<file path="config.mk">
export PLATFORM = sky130hd
export DESIGN_NAME = lsra_ctrl
export DESIGN_NICKNAME = d
export VERILOG_FILES = /design/src/rtl/lsra_pkg.sv /design/src/rtl/lsra_ctrl.sv
export SDC_FILE = /design/constraint.sdc
export NUM_CORES = 1
export LEC_CHECK = 0
export BUFFER_PORTS_ARGS = -buffer_cell sky130_fd_sc_hd__buf_4
export CAP_MARGIN = 20
export CORE_MARGIN = 3
export CORE_UTILIZATION = 30
export DETAILED_ROUTE_END_ITERATION = 10
export PLACE_DENSITY = 0.51
export SYNTH_ARGS = -nofsm -noshare
export SYNTH_HDL_FRONTEND = slang
export SYNTH_SLANG_ARGS = --single-unit
</file>
<file path="constraint.sdc">
create_clock -name clk_i -period 4.4 [get_ports clk_i]
set_clock_uncertainty 0.15 [all_clocks]
set_input_delay 0.44 -clock clk_i [delete_from_list [all_inputs] [get_ports clk_i]]
set_output_delay 0.44 -clock clk_i [all_outputs]
set_load 0.1 [all_outputs]
</file>
<file path="src/rtl/lsra_pkg.sv">
// Shared types and constants of the linear scan register allocator.
// No dependencies; every other file imports this package.
package lsra_pkg;

  localparam int unsigned MAX_TEMPS_DEF     = 4096;
  localparam int unsigned MAX_REGS_DEF      = 32;
  localparam int unsigned MAX_POSITIONS_DEF = 65536;

  localparam int unsigned TEMP_IN_W  = 13;
  localparam int unsigned QUERY_W    = 12;
  localparam int unsigned REG_OUT_W  = 6;
  localparam int unsigned SLOT_W     = 13;
  localparam int unsigned RCNT_W     = 6;
  localparam int unsigned TLIM_W     = 13;
  localparam int unsigned CFG_IDX_W  = 1;
  localparam int unsigned CFG_DATA_W = 13;
  localparam int unsigned IN_DATA_W  = 56;
  localparam int unsigned OUT_DATA_W = 32;

  localparam logic [RCNT_W-1:0] REG_COUNT_RST  = RCNT_W'(16);
  localparam logic [TLIM_W-1:0] TEMP_LIMIT_RST = TLIM_W'(4096);

  localparam logic [CFG_IDX_W-1:0] CFG_REG_COUNT  = 1'b0;
  localparam logic [CFG_IDX_W-1:0] CFG_TEMP_LIMIT = 1'b1;

  localparam logic KIND_DONE  = 1'b0;
  localparam logic KIND_QUERY = 1'b1;
  localparam logic MODE_QUERY = 1'b1;

  typedef enum logic [4:0] {
    ST_CLR_INIT, ST_CLR, ST_IDLE, ST_Q_RD, ST_Q_OUT, ST_T_RD, ST_T_WR, ST_POS,
    ST_SAT_RD, ST_SAT_CK, ST_ZERO, ST_LOOP, ST_ORD_RD, ST_IV_RD, ST_IV_LAT,
    ST_EXP, ST_PICK, ST_VIC_INIT, ST_VIC, ST_SPILL, ST_SWAP, ST_NEXT, ST_FIN
  } state_e;

  typedef enum logic [4:0] {
    OP_NONE, OP_CAPTURE, OP_CLR_INIT, OP_CLR_STEP, OP_T_RD, OP_T_WR, OP_POS_INC,
    OP_CNT_ZERO, OP_SAT_RD, OP_SAT_CK, OP_ORD_RD, OP_IV_RD, OP_IV_LAT, OP_EXP,
    OP_PICK, OP_VIC_INIT, OP_VIC, OP_SPILL, OP_SWAP, OP_NEXT, OP_Q_RD, OP_Q_OUT,
    OP_FIN
  } op_e;

  typedef struct packed {
    logic clr_last;
    logic k_last;
    logic rec_last;
    logic sat_seen;
    logic i_done;
    logic scan_done;
    logic has_free;
    logic do_swap;
    logic out_free;
  } status_t;

endpackage

</file>
<file path="src/rtl/lsra_ctrl.sv">
// Sequencer of the allocator: one state machine that issues one datapath
// operation per cycle. Depends on lsra_pkg.
module lsra_ctrl (
  input  logic              clk_i,
  input  logic              rst_ni,
  input  logic              in_valid_i,
  input  logic              in_mode_i,
  output logic              in_ready_o,
  input  lsra_pkg::status_t st_i,
  output lsra_pkg::op_e     op_o
);
  import lsra_pkg::*;

  state_e state_q, state_d;
  logic   rec_pend_q, rec_pend_d;
  logic   done_q, done_d;

  always_ff @(posedge clk_i or negedge rst_ni) begin
    if (!rst_ni) begin
      state_q    <= ST_CLR_INIT;
      rec_pend_q <= 1'b0;
      done_q     <= 1'b0;
    end else begin
      state_q    <= state_d;
      rec_pend_q <= rec_pend_d;
      done_q     <= done_d;
    end
  end

  always_comb begin
    state_d    = state_q;
    rec_pend_d = rec_pend_q;
    done_d     = done_q;
    case (state_q)
      ST_CLR_INIT: state_d = ST_CLR;
      ST_CLR: begin
        if (st_i.clr_last) begin
          state_d    = rec_pend_q ? ST_T_RD : ST_IDLE;
          rec_pend_d = 1'b0;
        end
      end
      ST_IDLE: begin
        if (in_valid_i) begin
          if (in_mode_i == MODE_QUERY) begin
            state_d = ST_Q_RD;
          end else if (done_q) begin
            state_d    = ST_CLR_INIT;
            rec_pend_d = 1'b1;
            done_d     = 1'b0;
          end else begin
            state_d = ST_T_RD;
          end
        end
      end
      ST_Q_RD:  state_d = ST_Q_OUT;
      ST_Q_OUT: if (st_i.out_free) state_d = ST_IDLE;
      ST_T_RD:  state_d = ST_T_WR;
      ST_T_WR:  state_d = st_i.k_last ? ST_POS : ST_T_RD;
      ST_POS: begin
        if (!st_i.rec_last) state_d = ST_IDLE;
        else if (st_i.sat_seen) state_d = ST_SAT_RD;
        else state_d = ST_LOOP;
      end
      ST_SAT_RD:   state_d = ST_SAT_CK;
      ST_SAT_CK:   state_d = st_i.clr_last ? ST_ZERO : ST_SAT_RD;
      ST_ZERO:     state_d = ST_LOOP;
      ST_LOOP:     state_d = st_i.i_done ? ST_FIN : ST_ORD_RD;
      ST_ORD_RD:   state_d = ST_IV_RD;
      ST_IV_RD:    state_d = ST_IV_LAT;
      ST_IV_LAT:   state_d = ST_EXP;
      ST_EXP:      if (st_i.scan_done) state_d = ST_PICK;
      ST_PICK:     state_d = st_i.has_free ? ST_NEXT : ST_VIC_INIT;
      ST_VIC_INIT: state_d = ST_VIC;
      ST_VIC:      if (st_i.scan_done) state_d = ST_SPILL;
      ST_SPILL:    state_d = st_i.do_swap ? ST_SWAP : ST_NEXT;
      ST_SWAP:     state_d = ST_NEXT;
      ST_NEXT:     state_d = ST_LOOP;
      ST_FIN: begin
        if (st_i.out_free) begin
          state_d = ST_IDLE;
          done_d  = 1'b1;
        end
      end
      default:     state_d = ST_CLR_INIT;
    endcase
  end

  always_comb begin
    in_ready_o = 1'b0;
    op_o       = OP_NONE;
    case (state_q)
      ST_CLR_INIT: op_o = OP_CLR_INIT;
      ST_CLR:      op_o = OP_CLR_STEP;
      ST_IDLE: begin
        in_ready_o = 1'b1;
        if (in_valid_i) op_o = OP_CAPTURE;
      end
      ST_Q_RD:     op_o = OP_Q_RD;
      ST_Q_OUT:    if (st_i.out_free) op_o = OP_Q_OUT;
      ST_T_RD:     op_o = OP_T_RD;
      ST_T_WR:     op_o = OP_T_WR;
      ST_POS:      op_o = OP_POS_INC;
      ST_SAT_RD:   op_o = OP_SAT_RD;
      ST_SAT_CK:   op_o = OP_SAT_CK;
      ST_ZERO:     op_o = OP_CNT_ZERO;
      ST_ORD_RD:   op_o = OP_ORD_RD;
      ST_IV_RD:    op_o = OP_IV_RD;
      ST_IV_LAT:   op_o = OP_IV_LAT;
      ST_EXP:      op_o = OP_EXP;
      ST_PICK:     op_o = OP_PICK;
      ST_VIC_INIT: op_o = OP_VIC_INIT;
      ST_VIC:      op_o = OP_VIC;
      ST_SPILL:    op_o = OP_SPILL;
      ST_SWAP:     op_o = OP_SWAP;
      ST_NEXT:     op_o = OP_NEXT;
      ST_FIN:      if (st_i.out_free) op_o = OP_FIN;
      default:     op_o = OP_NONE;
    endcase
  end

endmodule

</file>
==> flow_summary.ini, run 1 <==
[cells_and_area]
multi_input_area_sq_um = 707
fin_nets = 167
layout_common_cells = o21ai_0, buf_4, nor2_1
diodes = 0
stdcell_count = 197
fin_util_pct = 36.9
register_area_sq_um = 175
synthToLayoutAreaGrowth_pct = 15.8
fillers = 330
drive_gt1_share_pct = 16.3

[timing]
maxSlewViolCount = 0
hold_viol = 0
tightest_slew_ns = 0.938
fin_crit_ns = 2.99
fin_tns_setup_ns = 0
period_share_pct = 68.0
slew_headroom_pct = 37.5
fmax_mhz = 334
finalSetupViolCount = 0
rsz0062_at_grt = no

[clock_tree]
cts_tree = built
cts_setup_buffers = 0
path_clk_slew_ns = 0.05
cts_root_buffer = clkbuf_4
cts_buffer_depth = 2
cts_buffers = 3
post_cts_resized = 0
cts.sink_count = 7
htreeDepth = 1
postCtsHoldBufs = 1
clock_latency_ns = 0.24

[worst_setup_path]
cp_data_arrival_time_ns = 2.40
crit_fanout = 26
path_cells = inv_1 -> nor3_1 -> a21oi_1 -> a211o_1 -> o21ai_0 -> buf_4
crit_family = flip-flops
path_buf_inv = 2
worst_path_max_delay_cell = dfrtp_1
max_stage_delay_ns = 0.86
required_ns = 3.81
cp-end-kind = output pin
start_kind = flip-flop
path_class = flip-flop to output pin

[synthesis]
synth_cell_type_count = 43
synth_nets = 157
ys_ff_latch = 7
ys_seq_area_share_pct = 17.9
yosysTopAreaCell = dfrtp_1
syn_avg_cell_area_sq_um = 6.80
async_reset_ff_share_pct = 100
synth_edf_count = 0
ys_warn_count = 0
ys_top_cells_by_area = dfrtp_1, o21ai_0, a21oi_1
netlist.area_leader.share_pct = 17.9
syn_area_sq_um = 980
synth_ff_type = dfrtp_1
synthCells = 144

[global_routing]
antenna_found_initial = 0
gr-usage-all-layers_pct = 15.0
grt.busiest_layer = met2
gr-total-overflow = 0
grt_use_met1_pct = 21.6
grt_pass1_wl_um = 4940
grt_max_degree = 36
use_met3_pct = 3.74
grt_util_met2_pct = 22.1
grt_pass1_vias = 1031

[hold_path]
hp-class = input port to flip-flop

[placed_design]
numPortBuffers = 18
gp_congestion = 0.830
placed_cells = 192
dp_hpwl_um = 1990

[die]
die_h_um = 63.1
core-area_sq_um = 3080
fp.dieW_um = 63.1
pin_count = 19
fp-row-count = 20
dieArea_sq_um = 3990
start_util_pct = 31.8

[job]
drv_cap = 0

[route]
drc_errors = 0
ant_nets = 0
wl_per_cell_um = 14.5
drt_wl_total_um = 2860
vias = 1119
drt_first_pass_iters = 4
viasPerCell = 5.68
first_iter_violations = 68

[run_status]
status = completed
[logic make-up (layout without fill, tap and decap cells)]
group	after synthesis	after routing	share of synthesized area, %
mux	3	3	3.19
flops	7	7	17.9
buf+inv	21	30	9.96
xor+xnor	3	3	2.68
simple gates	57	57	32.7
compound gates	53	53	33.6
[cell usage after synthesis (3+ instances only)]
cell and count:
inv_1 7, nor3_1 4, a31oi_1 4, a21oi_1 15, o21ai_0 18, nor2_1 17, nor3b_1 3, and4_1 3
dfrtp_1 7, nand2_1 10, clkbuf_1 7, buf_2 3, nor2b_1 3, nand3_1 4
[metrics by stage]
stage	hold WS (ns)	worst slack (ns)	instance area (sq um)
floorplan	-0.00559	0.461	980
global placement	0.105	1.75	1100
detailed placement	0.107	1.72	1100
CTS	0.272	1.43	1130
global route	0.271	1.22	1130
finish	0.280	1.41	1130
[routing by layer]
layer  vias to the layer above  routed length (um)
li1                        553                   -
met1                       512                1310
met2                        50                1300
met3                         4                 221
met4                         0                  20
met5                         -                   0
[flip-flops by register name, indices dropped and copies added (netlist names)]
register	count
rec_pend_q	1
state_q	5
done_q	1
[worst paths after layout]
kind                       cells after the start  slack (ns)       start         end
max reg2reg                                    5        1.81  state_q[2]  state_q[1]
min                                            2        0.28  in_valid_i      done_q
min in group asynchronous                      2        0.39      rst_ni      done_q
max                                            6        1.41  state_q[3]     op_o[1]
max in group asynchronous                      2        3.59      rst_ni  state_q[2]
min reg2reg                                    2        0.46  rec_pend_q  rec_pend_q
[cell type report]
type | instances | share of cell area, %
Clock buffer | 4 | 2.32
Timing Repair Buffer | 19 | 12.8
Sequential cell | 7 | 15.4
Inverter | 7 | 2.32
Tap cell | 44 | 4.85
Multi-Input combinational cell | 116 | 62.3
Power of run 1 is not shown: default switching activity piles up to over one toggle a cycle in this logic, so the estimate is an artifact.
==> run 2, diff against run 1 <==
Settings changed: ABC_AREA from default to 1, PLACE_DENSITY 0.51 to 0.5.
Clock period 4.4 ns to 2.8 ns, I/O delays scaled along.
==> run 2 against run 1 <==
Net effect: count of clock-buffer cells in the layout unchanged; global-route usage increased by 0.68 points; critical path depth decreased by 1; flip-flop and latch count unchanged; design area increased by 6.6%; final cell count increased by 21%; synthesized cell count increased by 21%; register-to-register slack got worse by 0.96 ns; critical path type unchanged; worst hold slack got worse by 0.14 ns; non-clock buffer count unchanged; setup slack got worse by 1.1 ns; sequential share of layout area decreased by 0.96 points.
==> flow_summary.ini, run 2 <==
[run_status]
status = completed

[clock_tree]
cts_tree = built
cts.sink_count = 7
path_clk_slew_ns = 0.05
cts_root_buffer = clkbuf_4
cts_buffer_depth = 2
cts_setup_buffers = 0
postCtsHoldBufs = 1
cts_buffers = 3
post_cts_resized = 0
clock_latency_ns = 0.25
htreeDepth = 1

[placed_design]
gp_congestion = 0.981
dp_slack_ns = 0.569
dp_hpwl_um = 2570
numPortBuffers = 18
placed_cells = 233

[synthesis]
ys_warn_count = 0
ys_top_cells_by_count = nand2_1, nor2_1, inv_1
ys_ff_latch = 7
synthCells = 174
synth_nets = 187
syn_avg_cell_area_sq_um = 5.82
async_reset_ff_share_pct = 100
netlist.area_leader.share_pct = 17.3
ys_top_cells_by_area = dfrtp_1, nand2_1, nor2_1
synth_cell_type_count = 24
ys_seq_area_share_pct = 17.3
syn_area_sq_um = 1010
synth_ff_type = dfrtp_1
synth_edf_count = 0
yosysTopAreaCell = dfrtp_1
post-synth-top-count-cell = nand2_1

[route]
first_iter_violations = 71
drc_errors = 0
vias = 1182
viasPerCell = 4.97
drt_first_pass_iters = 4
drt_wl_total_um = 3000
wl_per_cell_um = 12.6
ant_nets = 0

[timing]
setup_slack_ns = 0.308
holdWs_ns = 0.135
hold_viol = 0
fin_crit_ns = 2.49
fin_tns_setup_ns = 0
slew_headroom_pct = 64.8
finalSetupViolCount = 0
period_share_pct = 89.0
fmax_mhz = 401
maxSlewViolCount = 0
rsz0062_at_grt = no
tightest_slew_ns = 0.529

[global_routing]
antenna_found_initial = 0
grt_pass1_wl_um = 5080
gr-usage-all-layers_pct = 15.7
grt_max_degree = 12
grt_pass1_vias = 1118
gr-total-overflow = 0

[worst_setup_path]
cp_data_arrival_time_ns = 2.06
path_class = flip-flop to output pin
cp-end-kind = output pin
crit_fanout = 10
start_kind = flip-flop
required_ns = 2.37

[cells_and_area]
largest_reg_flops = 5
final_common_cell = nand2_1
regMostFlops = state_q
synthToLayoutAreaGrowth_pct = 19.4
diodes = 0
drive_gt1_share_pct = 23.2
stdcell_count = 238
reg_top3 = state_q x5, done_q x1, rec_pend_q x1
layout_common_cells = nand2_1, nor2_1, inv_1
fin_nets = 208

[die]
die_h_um = 64.1
fp-row-count = 20
pin_count = 19
core-area_sq_um = 3130
dieArea_sq_um = 4110
start_util_pct = 32.4
fp.dieW_um = 64.1

[job]
drv_cap = 0

[hold_path]
hp-class = input port to flip-flop
## run 2: changes by cell type in the layout (fill, tap and decap cells not counted), moves of 4 or more
| cell | change |
|---|---|
| nand2_1 | +35 |
| inv_1 | +18 |
| o21ai_0 | -15 |
| a31oi_1 | -4 |
| nor2_2 | +5 |
| inv_2 | +5 |
| nor2_1 | +14 |
| nand4_1 | +4 |
| nand3_1 | +12 |
| a21oi_1 | -11 |
## run 2: final timing paths
path,from,end,slack [ns],depth (start not counted)
min in group asynchronous,rst_ni,state_q[0],0.23,2
max in group asynchronous,rst_ni,state_q[3],2.15,2
max reg2reg,state_q[2],state_q[0],0.85,10
min,st_i[3],state_q[3],0.13,2
max,state_q[4],op_o[1],0.31,5
min reg2reg,rec_pend_q,rec_pend_q,0.36,2
## run 2: critical path, stage by stage (launching register included)
cell and delay (ns):
dfrtp_1 0.67, nand3_1 0.26, nor3_1 0.38, nor2_1 0.11, nand3_1 0.10, buf_4 0.29
## run 2: through the flow
step	util [%]	area, sq um
floorplan	-	1010
global placement	37.5	1170
detailed placement	37.5	1170
CTS	38.7	1210
global route	38.7	1210
finish	38.7	1210
## run 2: area by class of cell
class                      instances  area, sq um
clock buffer                       4         26.3
fill                             359         1920
timing repair buffer              19          145
tap                               44         55.1
sequential                         7          175
inverter                          30          113
multi-input combinational        134          696
## run 2: cell families after synthesis
kind of cell / synth area share (%)
AO/OA/AOI/OAI: 10.4
buffers and inverters: 14.1
flip-flops: 17.3
AND/OR/NAND/NOR: 58.3
## run 2: routing by layer
layer  global-route usage (%)  up-vias  part of all wire (%)
met3                     4.04        8                   6.9
li1                         -      592                     -
met4                     6.33        0                   2.4
met2                     24.3       48                    47
met5                        0        -                     0
met1                     20.6      534                    44
Power of run 2 is left out for the same reason.
